### src/design/lsb_variable_depth_embed_core_macros.svh
// assertion macros shared by the embed core
`ifndef LSB_VARIABLE_DEPTH_EMBED_CORE_MACROS_SVH
`define LSB_VARIABLE_DEPTH_EMBED_CORE_MACROS_SVH

// same-cycle implication, checked out of reset
`define LVDE_ASSERT_NOW(label, ante, cons, msg) \
    label: assert property (@(posedge i_clk) disable iff (!i_rst_n) (ante) |-> (cons)) \
        else $error(msg);

// next-cycle implication, checked out of reset
`define LVDE_ASSERT_NEXT(label, ante, cons, msg) \
    label: assert property (@(posedge i_clk) disable iff (!i_rst_n) (ante) |=> (cons)) \
        else $error(msg);

`endif

### src/design/lvde_pkg.sv
// types and constants of the variable depth lsb embed core
`timescale 1ns / 1ps

package lvde_pkg;

    localparam int COUNT_BITS = 32;
    localparam int CMP_W      = (COUNT_BITS > 32) ? COUNT_BITS : 32;
    localparam int ACC_W      = CMP_W + 4;
    localparam int SKIP_W     = 34;

    typedef logic [COUNT_BITS-1:0] t_count;

    typedef enum logic [2:0] {
        ST_EMBED     = 3'd0,
        ST_PASS      = 3'd1,
        ST_ZERO_FILL = 3'd2,
        ST_ACCEPTED  = 3'd3,
        ST_DROPPED   = 3'd4
    } t_status;

    localparam logic OP_PUSH  = 1'b0;
    localparam logic OP_COVER = 1'b1;

    typedef logic [2:0] t_cfg_index;

    localparam t_cfg_index CFG_BITS_BLUE     = 3'd0;
    localparam t_cfg_index CFG_BITS_GREEN    = 3'd1;
    localparam t_cfg_index CFG_BITS_RED      = 3'd2;
    localparam t_cfg_index CFG_SKIP_PIXELS   = 3'd3;
    localparam t_cfg_index CFG_SECRET_TOTAL  = 3'd4;
    localparam t_cfg_index CFG_PAYLOAD_LIMIT = 3'd5;

    localparam logic [3:0] MAX_DEPTH = 4'd8;

endpackage

### src/design/lsb_variable_depth_embed_core.sv
// lsb embed core: hides secret bits in cover channel bytes, depth per color phase
`timescale 1ns / 1ps
//
// input channel: i_in_valid / o_in_stall carry one word per accept, i_opcode
//   selects a secret byte push or a cover channel byte, i_data_byte holds it
// output channel: o_out_valid / i_out_stall carry one result word per input
//   word: o_out_byte (modified cover byte, zero for a push) and o_status
// config channel: i_cfg_valid / o_cfg_ready with i_cfg_index and i_cfg_data,
//   always ready; write only while no word is in flight
// result: the result of an accepted word loads the result register at the accept
// throughput: one word per cycle when not stalled, set by the single result register;
//   state (bit buffer, counters, color phase, skip count) updates at the accept
// stall: while the result register is full and the receiver stalls, the input
//   is stalled too; the held result does not change
// reset: i_rst_n low at an edge clears all state, sets the three depths to one
//   and the other registers to zero, and empties the result register
//
`include "lsb_variable_depth_embed_core_macros.svh"

module lsb_variable_depth_embed_core
    import lvde_pkg::*;
(
    input  logic        i_clk,
    input  logic        i_rst_n,
    // input word
    input  logic        i_in_valid,
    output logic        o_in_stall,
    input  logic        i_opcode,
    input  logic [7:0]  i_data_byte,
    // result word
    output logic        o_out_valid,
    input  logic        i_out_stall,
    output logic [7:0]  o_out_byte,
    output logic [2:0]  o_status,
    // configuration writes
    input  logic        i_cfg_valid,
    output logic        o_cfg_ready,
    input  t_cfg_index  i_cfg_index,
    input  logic [31:0] i_cfg_data
);

    // configuration registers
    logic [3:0]  r_bits_blue;
    logic [3:0]  r_bits_green;
    logic [3:0]  r_bits_red;
    logic [31:0] r_skip_pixels;
    logic [31:0] r_secret_total;
    logic [31:0] r_payload_limit;

    // embedding state
    logic [15:0]       r_bit_buffer,    n_bit_buffer;
    logic [4:0]        r_bits_held,     n_bits_held;
    logic [2:0]        r_bits_into_byte, n_bits_into_byte;
    t_count            r_bytes_consumed, n_bytes_consumed;
    t_count            r_channels_seen, n_channels_seen;
    logic [1:0]        r_color_phase,   n_color_phase;
    logic [SKIP_W-1:0] r_skip_remaining, n_skip_remaining;

    // result register
    logic       r_out_valid;
    logic [7:0] r_out_byte,  n_out_byte;
    t_status    r_status,    n_status;

    logic in_accept;

    // datapath intermediates
    logic [ACC_W-1:0]  accounted;
    logic [ACC_W-1:0]  total_bits;
    logic [3:0]        raw_depth;
    logic [3:0]        depth;
    logic [3:0]        take;
    logic [4:0]        held_after;
    logic [15:0]       shifted;
    logic [7:0]        take_mask;
    logic [7:0]        field;
    logic [15:0]       keep_mask;
    logic [7:0]        low_mask;
    logic [3:0]        byte_pos_sum;
    logic [SKIP_W-1:0] skip_load;
    logic              payload_done;

    assign o_in_stall  = r_out_valid && i_out_stall;
    assign in_accept   = i_in_valid && !o_in_stall;
    assign o_cfg_ready = 1'b1;
    assign o_out_valid = r_out_valid;
    assign o_out_byte  = r_out_byte;
    assign o_status    = r_status;

    // config writes, unknown indexes ignored
    always_ff @(posedge i_clk) begin
        if (!i_rst_n) begin
            r_bits_blue     <= 4'd1;
            r_bits_green    <= 4'd1;
            r_bits_red      <= 4'd1;
            r_skip_pixels   <= '0;
            r_secret_total  <= '0;
            r_payload_limit <= '0;
        end else if (i_cfg_valid && o_cfg_ready) begin
            unique case (i_cfg_index)
                CFG_BITS_BLUE:     r_bits_blue     <= i_cfg_data[3:0];
                CFG_BITS_GREEN:    r_bits_green    <= i_cfg_data[3:0];
                CFG_BITS_RED:      r_bits_red      <= i_cfg_data[3:0];
                CFG_SKIP_PIXELS:   r_skip_pixels   <= i_cfg_data;
                CFG_SECRET_TOTAL:  r_secret_total  <= i_cfg_data;
                CFG_PAYLOAD_LIMIT: r_payload_limit <= i_cfg_data;
                default: ;
            endcase
        end
    end

    // shared datapath terms
    always_comb begin
        // bits already spoken for: consumed bytes, partial byte, buffered bits
        accounted  = ACC_W'({r_bytes_consumed, r_bits_into_byte}) + ACC_W'(r_bits_held);
        total_bits = ACC_W'({r_secret_total, 3'b000});

        unique case (r_color_phase)
            2'd0:    raw_depth = r_bits_blue;
            2'd1:    raw_depth = r_bits_green;
            default: raw_depth = r_bits_red;
        endcase
        depth = (raw_depth > MAX_DEPTH) ? MAX_DEPTH : raw_depth;

        // underflow takes what is held and zero-fills the rest
        take       = (r_bits_held < {1'b0, depth}) ? r_bits_held[3:0] : depth;
        held_after = r_bits_held - {1'b0, take};
        shifted    = r_bit_buffer >> held_after;
        take_mask  = 8'((9'd1 << take) - 9'd1);
        field      = (shifted[7:0] & take_mask) << (depth - take);
        keep_mask  = 16'((17'd1 << held_after) - 17'd1);
        low_mask   = 8'((9'd1 << depth) - 9'd1);

        byte_pos_sum = {1'b0, r_bits_into_byte} + depth;
        skip_load    = SKIP_W'(r_skip_pixels) + SKIP_W'({r_skip_pixels, 1'b0});

        payload_done = (CMP_W'(r_bytes_consumed) >= CMP_W'(r_secret_total)) ||
                       (CMP_W'(r_channels_seen)  >= CMP_W'(r_payload_limit));
    end

    // next state and result for the word at the input
    always_comb begin
        n_bit_buffer     = r_bit_buffer;
        n_bits_held      = r_bits_held;
        n_bits_into_byte = r_bits_into_byte;
        n_bytes_consumed = r_bytes_consumed;
        n_channels_seen  = r_channels_seen;
        n_color_phase    = r_color_phase;
        n_skip_remaining = r_skip_remaining;
        n_out_byte       = 8'd0;
        n_status         = ST_PASS;

        if (i_opcode == OP_PUSH) begin
            // push: dropped when buffer is past one byte or total is reached
            if (r_bits_held > 5'd8 || accounted >= total_bits) begin
                n_status = ST_DROPPED;
            end else begin
                n_bit_buffer = {r_bit_buffer[7:0], i_data_byte};
                n_bits_held  = r_bits_held + 5'd8;
                n_status     = ST_ACCEPTED;
            end
        end else begin
            n_out_byte = i_data_byte;
            if (r_channels_seen != {COUNT_BITS{1'b1}}) begin
                n_channels_seen = r_channels_seen + 1'b1;
            end
            if (!payload_done) begin
                if (r_skip_remaining != '0) begin
                    n_skip_remaining = r_skip_remaining - 1'b1;
                end else begin
                    if (depth != 4'd0) begin
                        if (take != 4'd0) begin
                            n_bits_held  = held_after;
                            n_bit_buffer = r_bit_buffer & keep_mask;
                        end
                        n_out_byte = (i_data_byte & ~low_mask) | field;
                        n_status   = (take < depth) ? ST_ZERO_FILL : ST_EMBED;
                        if (byte_pos_sum[3] && r_bytes_consumed != {COUNT_BITS{1'b1}}) begin
                            n_bytes_consumed = r_bytes_consumed + 1'b1;
                        end
                        n_bits_into_byte = byte_pos_sum[2:0];
                    end
                    // end of pixel reloads the skip count
                    if (r_color_phase >= 2'd2) begin
                        n_color_phase    = 2'd0;
                        n_skip_remaining = skip_load;
                    end else begin
                        n_color_phase = r_color_phase + 2'd1;
                    end
                end
            end
        end
    end

    always_ff @(posedge i_clk) begin
        if (!i_rst_n) begin
            r_bit_buffer     <= '0;
            r_bits_held      <= '0;
            r_bits_into_byte <= '0;
            r_bytes_consumed <= '0;
            r_channels_seen  <= '0;
            r_color_phase    <= '0;
            r_skip_remaining <= '0;
        end else if (in_accept) begin
            r_bit_buffer     <= n_bit_buffer;
            r_bits_held      <= n_bits_held;
            r_bits_into_byte <= n_bits_into_byte;
            r_bytes_consumed <= n_bytes_consumed;
            r_channels_seen  <= n_channels_seen;
            r_color_phase    <= n_color_phase;
            r_skip_remaining <= n_skip_remaining;
        end
    end

    // result register, loads whenever it is free or being taken
    always_ff @(posedge i_clk) begin
        if (!i_rst_n) begin
            r_out_valid <= 1'b0;
        end else if (!o_in_stall) begin
            r_out_valid <= in_accept;
        end
    end

    always_ff @(posedge i_clk) begin
        if (in_accept) begin
            r_out_byte <= n_out_byte;
            r_status   <= n_status;
        end
    end

    `LVDE_ASSERT_NEXT(a_full_push_drops,
        in_accept && i_opcode == OP_PUSH && r_bits_held > 5'd8,
        o_out_valid && o_status == ST_DROPPED,
        "push into a full bit buffer was not dropped")

    `LVDE_ASSERT_NEXT(a_skip_passes,
        in_accept && i_opcode == OP_COVER && r_skip_remaining != '0,
        o_status == ST_PASS && o_out_byte == $past(i_data_byte),
        "cover byte changed during a skip")

    `LVDE_ASSERT_NEXT(a_channel_count,
        in_accept && i_opcode == OP_COVER && r_channels_seen != {COUNT_BITS{1'b1}},
        r_channels_seen == $past(r_channels_seen) + 1'b1,
        "channel count did not advance on a cover byte")

    `LVDE_ASSERT_NOW(a_held_bound,
        o_out_valid,
        r_bits_held <= 5'd16 && r_bits_into_byte <= 3'd7,
        "bit buffer holds more than sixteen bits")

endmodule

### config.mk
export PLATFORM = sky130hd
export DESIGN_NAME = lsb_variable_depth_embed_core
export DESIGN_NICKNAME = d
export VERILOG_FILES = /design/src/design/lvde_pkg.sv /design/src/design/lsb_variable_depth_embed_core.sv
export VERILOG_INCLUDE_DIRS = /design/src /design/src/design
export SDC_FILE = /design/constraint.sdc
export NUM_CORES = 1
export LEC_CHECK = 0
export ABC_AREA = 1
export BUFFER_PORTS_ARGS = -buffer_cell sky130_fd_sc_hd__buf_2
export CORE_AREA = 2 2 202 204
export DETAILED_ROUTE_END_ITERATION = 6
export DIE_AREA = 0 0 204 206
export HOLD_SLACK_MARGIN = 0.15
export PLACE_DENSITY_LB_ADDON = 0.25
export SLEW_MARGIN = 40
export SYNTH_ARGS = -nofsm -noshare
export SYNTH_HDL_FRONTEND = slang
export SYNTH_SLANG_ARGS = --single-unit
export TNS_END_PERCENT = 10
### constraint.sdc
create_clock -name i_clk -period 4.99 [get_ports i_clk]
set_input_delay 0.2495 -clock i_clk [delete_from_list [all_inputs] [get_ports i_clk]]
set_output_delay 0.2495 -clock i_clk [all_outputs]
set_load 0.02 [all_outputs]
### Word level (Yosys, flattened, before mapping)

Index checks and enable logic that the tools add are counted.

| cells by class | value |
|---|---|
| add/sub/neg operators | 13 |
| multiply operators | 0 |
| divide/modulo/power cells | 0 |
| order comparisons | 8 |
| eq/ne operators | 13 |
| shift operators | 5 |
| multiplexer cells | 27 |
| bitwise operators | 7 |
| reductions and logical operators | 24 |

Operators by type and width:

| cell | count |
|---|---|
| 16-bit 2-to-1 mux | 6 |
| 34-bit 2-to-1 mux | 2 |
| 32-bit by 1-bit adder with 32-bit output, second input constant | 2 |
| 32-bit >= comparator | 2 |
| 32-bit inequality test, second input constant | 2 |
| 35-bit by 5-bit adder with 36-bit output | 1 |
| 36-bit by 35-bit >= comparator with 1-bit output | 1 |
| 32-bit by 33-bit adder with 34-bit output | 1 |
| 34-bit nonzero test | 1 |
| 34-bit by 1-bit subtractor with 34-bit output, second input constant | 1 |
| 5-bit 2-to-1 mux | 6 |
| 8-bit 2-to-1 mux | 3 |
| 16-bit AND | 1 |
| 8-bit AND | 2 |
| 1-bit by 4-bit left shift with 8-bit output, first input constant | 2 |
| 1-bit by 5-bit left shift with 16-bit output, first input constant | 1 |
| 16-bit by 5-bit right shift with 8-bit output | 1 |
| 16-bit by 1-bit subtractor with 16-bit output, second input constant | 1 |
| 8-bit by 1-bit subtractor with 8-bit output, second input constant | 2 |
| 2-bit AND reduction | 6 |
| 6-bit AND reduction | 2 |
| 2-bit 2-to-1 mux | 5 |
| 4-bit 2-to-1 mux | 2 |
| 8-bit NOT | 1 |
| 31 further kinds | 43 |

| word-level totals | value |
|---|---|
| flip-flop bits (word level) | 244 |
| bits in latches | 0 |
| memory bits (writable) | 0 |
| memory bits (read-only) | 0 |
| input port bits | 49 |
| output and inout bits | 14 |
| logic and storage cells | 113 |
| memories | 0 |

### Logic depth before layout (Yosys ltp)

| depth | value |
|---|---|
| word-level depth | 15 |
| gate-level depth with buffers | 36 |
| mapped depth without buffers | 36 |

### Least setup slack after synthesis

Ideal clock, no wire load.

| timing path | value |
|---|---|
| kind | register -> register |
| start | reg r_color_phase[1] |
| end | reg r_bit_buffer[14] |
| library setup time | 0.071 ns |
| arrival time | 4.728 ns |
| setup slack | 0.191 ns |
| stages on the path, launching flop included | 37 |
| buffers on the path | 0 |
| path through | dfxtp_1 -> nor2_1 -> nand2_1 -> nand2_2 -> nor2_8 -> inv_4 -> nor2_1 -> inv_1 -> ha_1 -> nand2_1 -> inv_1 -> o21ai_0 -> nand2_1 -> nor2_2 -> nand2_4 -> nand2_1 -> nand2_1 -> ha_1 -> fa_1 -> nand3b_1 -> nand2_1 -> xor2_1 -> nor2_1 -> nand2_1 -> inv_1 -> nand2_1 -> ha_1 -> nand2_1 -> inv_1 -> nand2_1 -> nor2_1 -> o21ai_0 -> o21ai_0 -> nand4_1 -> nand2_1 -> nand3_1 -> a21oi_1 |

| on the way | value |
|---|---|
| longest elaborated chain between the ends | 15 |
| elaborated cells on any way between the ends | 21 |
| those cells by class | add/sub: 2; order compare: 2; eq/ne: 3; shift: 1; mux: 8; bitwise: 1; reduce/logical: 4 |

RTL lines:

| element | RTL line | text |
|---|---|---|
| start: declaration | lsb_variable_depth_embed_core.sv:56 | `logic [1:0] r_color_phase, n_color_phase;` |
| start signal: assignment | lsb_variable_depth_embed_core.sv:209 | `r_color_phase <= n_color_phase;` |
| 2-bit by 1-bit equality test with 1-bit output or 2-bit zero test (tied branches) | lsb_variable_depth_embed_core.sv:117 | `unique case (r_color_phase)` |
| 4-bit case mux with 2 select lines * | lsb_variable_depth_embed_core.sv:117 |  |
| 4-bit > comparator | lsb_variable_depth_embed_core.sv:122 | `depth = (raw_depth > MAX_DEPTH) ? MAX_DEPTH : raw_depth;` |
| 4-bit 2-to-1 mux * | lsb_variable_depth_embed_core.sv:122 |  |
| 5-bit by 4-bit < comparator with 1-bit output | lsb_variable_depth_embed_core.sv:125 | `take = (r_bits_held < {1'b0, depth}) ? r_bits_held[3:0] : depth;` |
| 4-bit 2-to-1 mux | lsb_variable_depth_embed_core.sv:125 |  |
| 5-bit by 4-bit subtractor with 5-bit output | lsb_variable_depth_embed_core.sv:126 | `held_after = r_bits_held - {1'b0, take};` |
| 1-bit by 5-bit left shift with 16-bit output | lsb_variable_depth_embed_core.sv:130 | `keep_mask = 16'((17'd1 << held_after) - 17'd1);` |
| 16-bit by 1-bit subtractor with 16-bit output | lsb_variable_depth_embed_core.sv:130 |  |
| 16-bit AND | lsb_variable_depth_embed_core.sv:173 | `n_bit_buffer = r_bit_buffer & keep_mask;` |
| 16-bit 2-to-1 mux | lsb_variable_depth_embed_core.sv:171 | `if (take != 4'd0) begin` |
| 16-bit 2-to-1 mux | lsb_variable_depth_embed_core.sv:170 | `if (depth != 4'd0) begin` |
| 16-bit 2-to-1 mux | lsb_variable_depth_embed_core.sv:167 | `if (r_skip_remaining != '0) begin` |
| 16-bit 2-to-1 mux | lsb_variable_depth_embed_core.sv:166 | `if (!payload_done) begin` |
| 16-bit 2-to-1 mux | lsb_variable_depth_embed_core.sv:152 | `if (i_opcode == OP_PUSH) begin` |
| end signal: assignment | lsb_variable_depth_embed_core.sv:204 | `r_bit_buffer <= n_bit_buffer;` |
| end: declaration | lsb_variable_depth_embed_core.sv:51 | `logic [15:0] r_bit_buffer, n_bit_buffer;` |

Every way passes the cells marked *; elsewhere a longest branch is shown, timed or not. The select of a mux whose other input is x is not followed.
A chain may end at the register's enable or synchronous reset.

### Worst setup path in the final report

| timing path | value |
|---|---|
| start | reg r_color_phase[1] |
| end | reg r_out_byte[7], in the netlist o_out_byte[7], data pin |

| on the way | value |
|---|---|
| longest elaborated chain between the ends | 14 |
| elaborated cells on any way between the ends | 23 |
| those cells by class | add/sub: 4; order compare: 2; eq/ne: 1; shift: 4; mux: 6; bitwise: 4; reduce/logical: 2 |

RTL lines:

| element | RTL line | text |
|---|---|---|
| 2-bit by 1-bit equality test with 1-bit output or 2-bit zero test (tied branches) | lsb_variable_depth_embed_core.sv:117 |  |
| 4-bit case mux with 2 select lines * | lsb_variable_depth_embed_core.sv:117 |  |
| 4-bit > comparator | lsb_variable_depth_embed_core.sv:122 |  |
| 4-bit 2-to-1 mux * | lsb_variable_depth_embed_core.sv:122 |  |
| 5-bit by 4-bit < comparator with 1-bit output | lsb_variable_depth_embed_core.sv:125 |  |
| 4-bit 2-to-1 mux | lsb_variable_depth_embed_core.sv:125 |  |
| 5-bit by 4-bit subtractor with 5-bit output or 1-bit by 4-bit left shift with 8-bit output (tied branches) | lsb_variable_depth_embed_core.sv:126, lsb_variable_depth_embed_core.sv:128 |  |
| 16-bit by 5-bit right shift with 8-bit output or 8-bit by 1-bit subtractor with 8-bit output (tied branches) | lsb_variable_depth_embed_core.sv:127, lsb_variable_depth_embed_core.sv:128 |  |
| 8-bit AND | lsb_variable_depth_embed_core.sv:129 | `field = (shifted[7:0] & take_mask) << (depth - take);` |
| 8-bit by 4-bit left shift with 8-bit output | lsb_variable_depth_embed_core.sv:129 |  |
| 8-bit OR | lsb_variable_depth_embed_core.sv:175 | `n_out_byte = (i_data_byte & ~low_mask) \| field;` |
| 8-bit 2-to-1 mux * | lsb_variable_depth_embed_core.sv:170 |  |
| 8-bit 2-to-1 mux * | lsb_variable_depth_embed_core.sv:167 |  |
| 8-bit 2-to-1 mux * | lsb_variable_depth_embed_core.sv:166 |  |
| end signal: assignment | lsb_variable_depth_embed_core.sv:225 | `r_out_byte <= n_out_byte;` |
| end: declaration | lsb_variable_depth_embed_core.sv:61 | `logic [7:0] r_out_byte, n_out_byte;` |

Every way passes the cells marked *; elsewhere a longest branch is shown, timed or not.

==> results.cfg <==
[yosys]
synthArstFlopShare_pct = 0
synth_top_area_cell = dfxtp_1
ys_ff_latch = 244
synthTopCellsByArea = dfxtp_1 (26%), ha_1 (11%), nand2_1 (11%), a21oi_1 (8.7%), o21ai_0 (7.0%)
synth.top_cell.area_share_pct = 26.4
syn-num-nets = 2819
syn_avg_cell_area_um2 = 6.77
yosysSeqAreaShare_pct = 28.2
synth_top_flop_cell = dfxtp_1
synth-edff-count = 11
ys_warn_count = 0
synth.distinct_cells = 60
syn_area_um2 = 17700
syn_inst = 2610

[placed_design]
placed_area_um2 = 18600
gp_congestion = 0.955
io_buffers = 61
dpl.hpwl_um = 40600
dp.cells = 3164

[sta]
rsz0062_at_grt = true
setup_viol = 0
drv_slew = 0
setup-tns-final_ps = 0
fin_crit_sh_pct = 94.0
min_period_ps = 4690
fmax_mhz = 213
hold_viol = 0
tightest_slew_ps = 769
worst_clock_skew_ps = 34.9
relSlewSlack_pct = 48.2

[final_layout]
layout_commonest_cell = nand2_1
fill_cells = 4027
layout.nets = 2923
layout-drive-gt1-share_pct = 9.14
final_cells = 3268
antenna_cells = 0
layout_common_cells = nand2_1 (490), a21oi_1 (307), inv_1 (304)
syn_to_final_growth_pct = 15.1
fin_area_um2 = 20300

[power_and_ir_drop]
cellLeakagePower_nw = 8.70
peakVddDrop_uv = 289
total_power_mw = 8.74
powerDensity_nw_per_um2 = 430

[critical_path]
start_kind = flop
crit_type = reg -> reg
crit_buf_inv = 6
end_kind = flop
crit_required_ps = 5400
crit_arrival_ps = 5100
crit_slowest_cell = fa_2
slowest_delay_ps = 640
cp_max_fo = 8
cp_top_family = simple AND/OR/NAND/NOR gates
crit_path_frequent_cell = nand2_1

[cts]
clock_path_buffers = 3
cts_tree = built
htreeDepth = 1
cts_buffers = 29
cts_sinks = 244
clkTransAtPathRegs_ps = 60
clock_latency_ps = 600
clockRootBuffer = clkbuf_16

[detailed_routing]
dr.pass1.iters = 5
ant_nets = 0
routedWlPerCell_um = 16.4
vias = 17700
drtIter0Drc = 1299
wirelength_um = 53700
viasPerCell = 5.40
drc_errors = 0

[grt]
grt_max_degree = 118
grt_pass1_vias = 16600
grt_pass1_wl_um = 86000
antenna_found_initial = 1
overflow = 0
grt_usage_pct = 25.2

[die]
dieArea_um2 = 42000
io_pins = 63
initial_utilization_pct = 44.0
core_um2 = 40200
fp.dieW_um = 204
num_rows = 74
die_h_um = 206

[status]
outcome = complete, no violations

[min_path]
hold_class = in -> reg

[job]
cap_viol_max_count = 0
final cells by class:
| type | instances | area [um^2] | area share (%) |
|---|---|---|---|
| repair buffers | 158 | 1160 | 5.71 |
| clock buffers | 39 | 833 | 4.10 |
| inverters | 323 | 1220 | 6.00 |
| flip-flops and latches | 244 | 5000 | 24.6 |
| well taps | 532 | 666 | 3.27 |
| clock inverters | 14 | 245 | 1.21 |
| multi-input cells | 1958 | 11200 | 55.2 |
where the power goes:
part           leakage (nW)  switching (mW)  internal (mW)
Combinational          6.17            2.71           1.46
Sequential             2.00           0.104           2.09
Clock                 0.530           0.902           1.48
Total                  8.70            3.71           5.03
kinds of logic after synthesis:
kind of cell             after synthesis  share of synthesized area [%]
AND/OR/NAND/NOR                     1024                           25.4
AO/OA/AOI/OAI                        652                           19.8
buffers and inverters                408                           8.97
flip-flops                           244                           28.2
adder cells (fa/ha/maj)              160                           11.5
XOR/XNOR                             119                           5.89
multiplexers                           2                          0.113
other                                  1                         0.0212
Yosys cell counts, drive strengths merged, types with 41 or more instances:
cell	instances
o21ai	247
nor3	46
a21oi	309
xor2	92
dfxtp	233
nor2	249
nand2	508
ha	155
inv	318
clkbuf	67
nand4	41
nand3	139
state kept, by name, indices dropped and copies added (netlist names):
signal / cells
r_bits_green: 4
r_bits_red: 4
r_payload_limit: 32
r_bits_held: 5
r_bytes_consumed: 32
o_out_byte: 8
r_secret_total: 32
r_bits_into_byte: 3
r_color_phase: 2
r_bits_blue: 4
o_status: 3
r_channels_seen: 32
r_skip_remaining: 34
r_bit_buffer: 16
o_out_valid: 1
r_skip_pixels: 32
metrics by stage:
stage | util [%] | setup WS, ps | hold WS, ps
after floorplan | - | 191 | 376
after global placement | 46.4 | 192 | 446
after detailed placement | 46.4 | -15.3 | 451
after CTS | 50.2 | 54.8 | 157
after global routing | 50.6 | -69.2 | 181
final | 50.6 | 298 | 190
layer usage:
metal	track usage (%)	part of all wire (%)	vias up
met3	2.87	5.4	101
li1	-	-	8965
met4	7.48	2.9	2
met1	34.4	47	8091
met2	41.8	45	503
met5	0	0.028	-
tightest hold or removal path: cells and delay by family:
kind                   cells  cell delay, ps
buffers and inverters      2             130
and+or+nand+nor            2             180
what timing repair did:
action	in CTS	in global routing
hold buffers	46	0
buffers inserted	0	5
gates resized for setup	1	42
endpoints found under the setup margin	2	24
pin swaps	0	4
endpoints found under the hold margin	122	0
final timing paths:
| path | end | start | cells after the start | slack (ps) |
|---|---|---|---|---|
| setup / recovery | o_out_byte[7]$_SDFFCE_PN0P_ | r_color_phase[1]$_SDFFE_PN0P_ | 28 | 300 |
| hold / removal | o_out_byte[5]$_SDFFCE_PN0P_ | i_out_stall | 4 | 190 |
| setup reg to reg | o_out_byte[7]$_SDFFCE_PN0P_ | r_color_phase[1]$_SDFFE_PN0P_ | 28 | 300 |
| hold reg to reg | r_payload_limit[7]$_SDFFE_PN0P_ | r_payload_limit[7]$_SDFFE_PN0P_ | 2 | 460 |
Power figures use the tool's default switching activity.
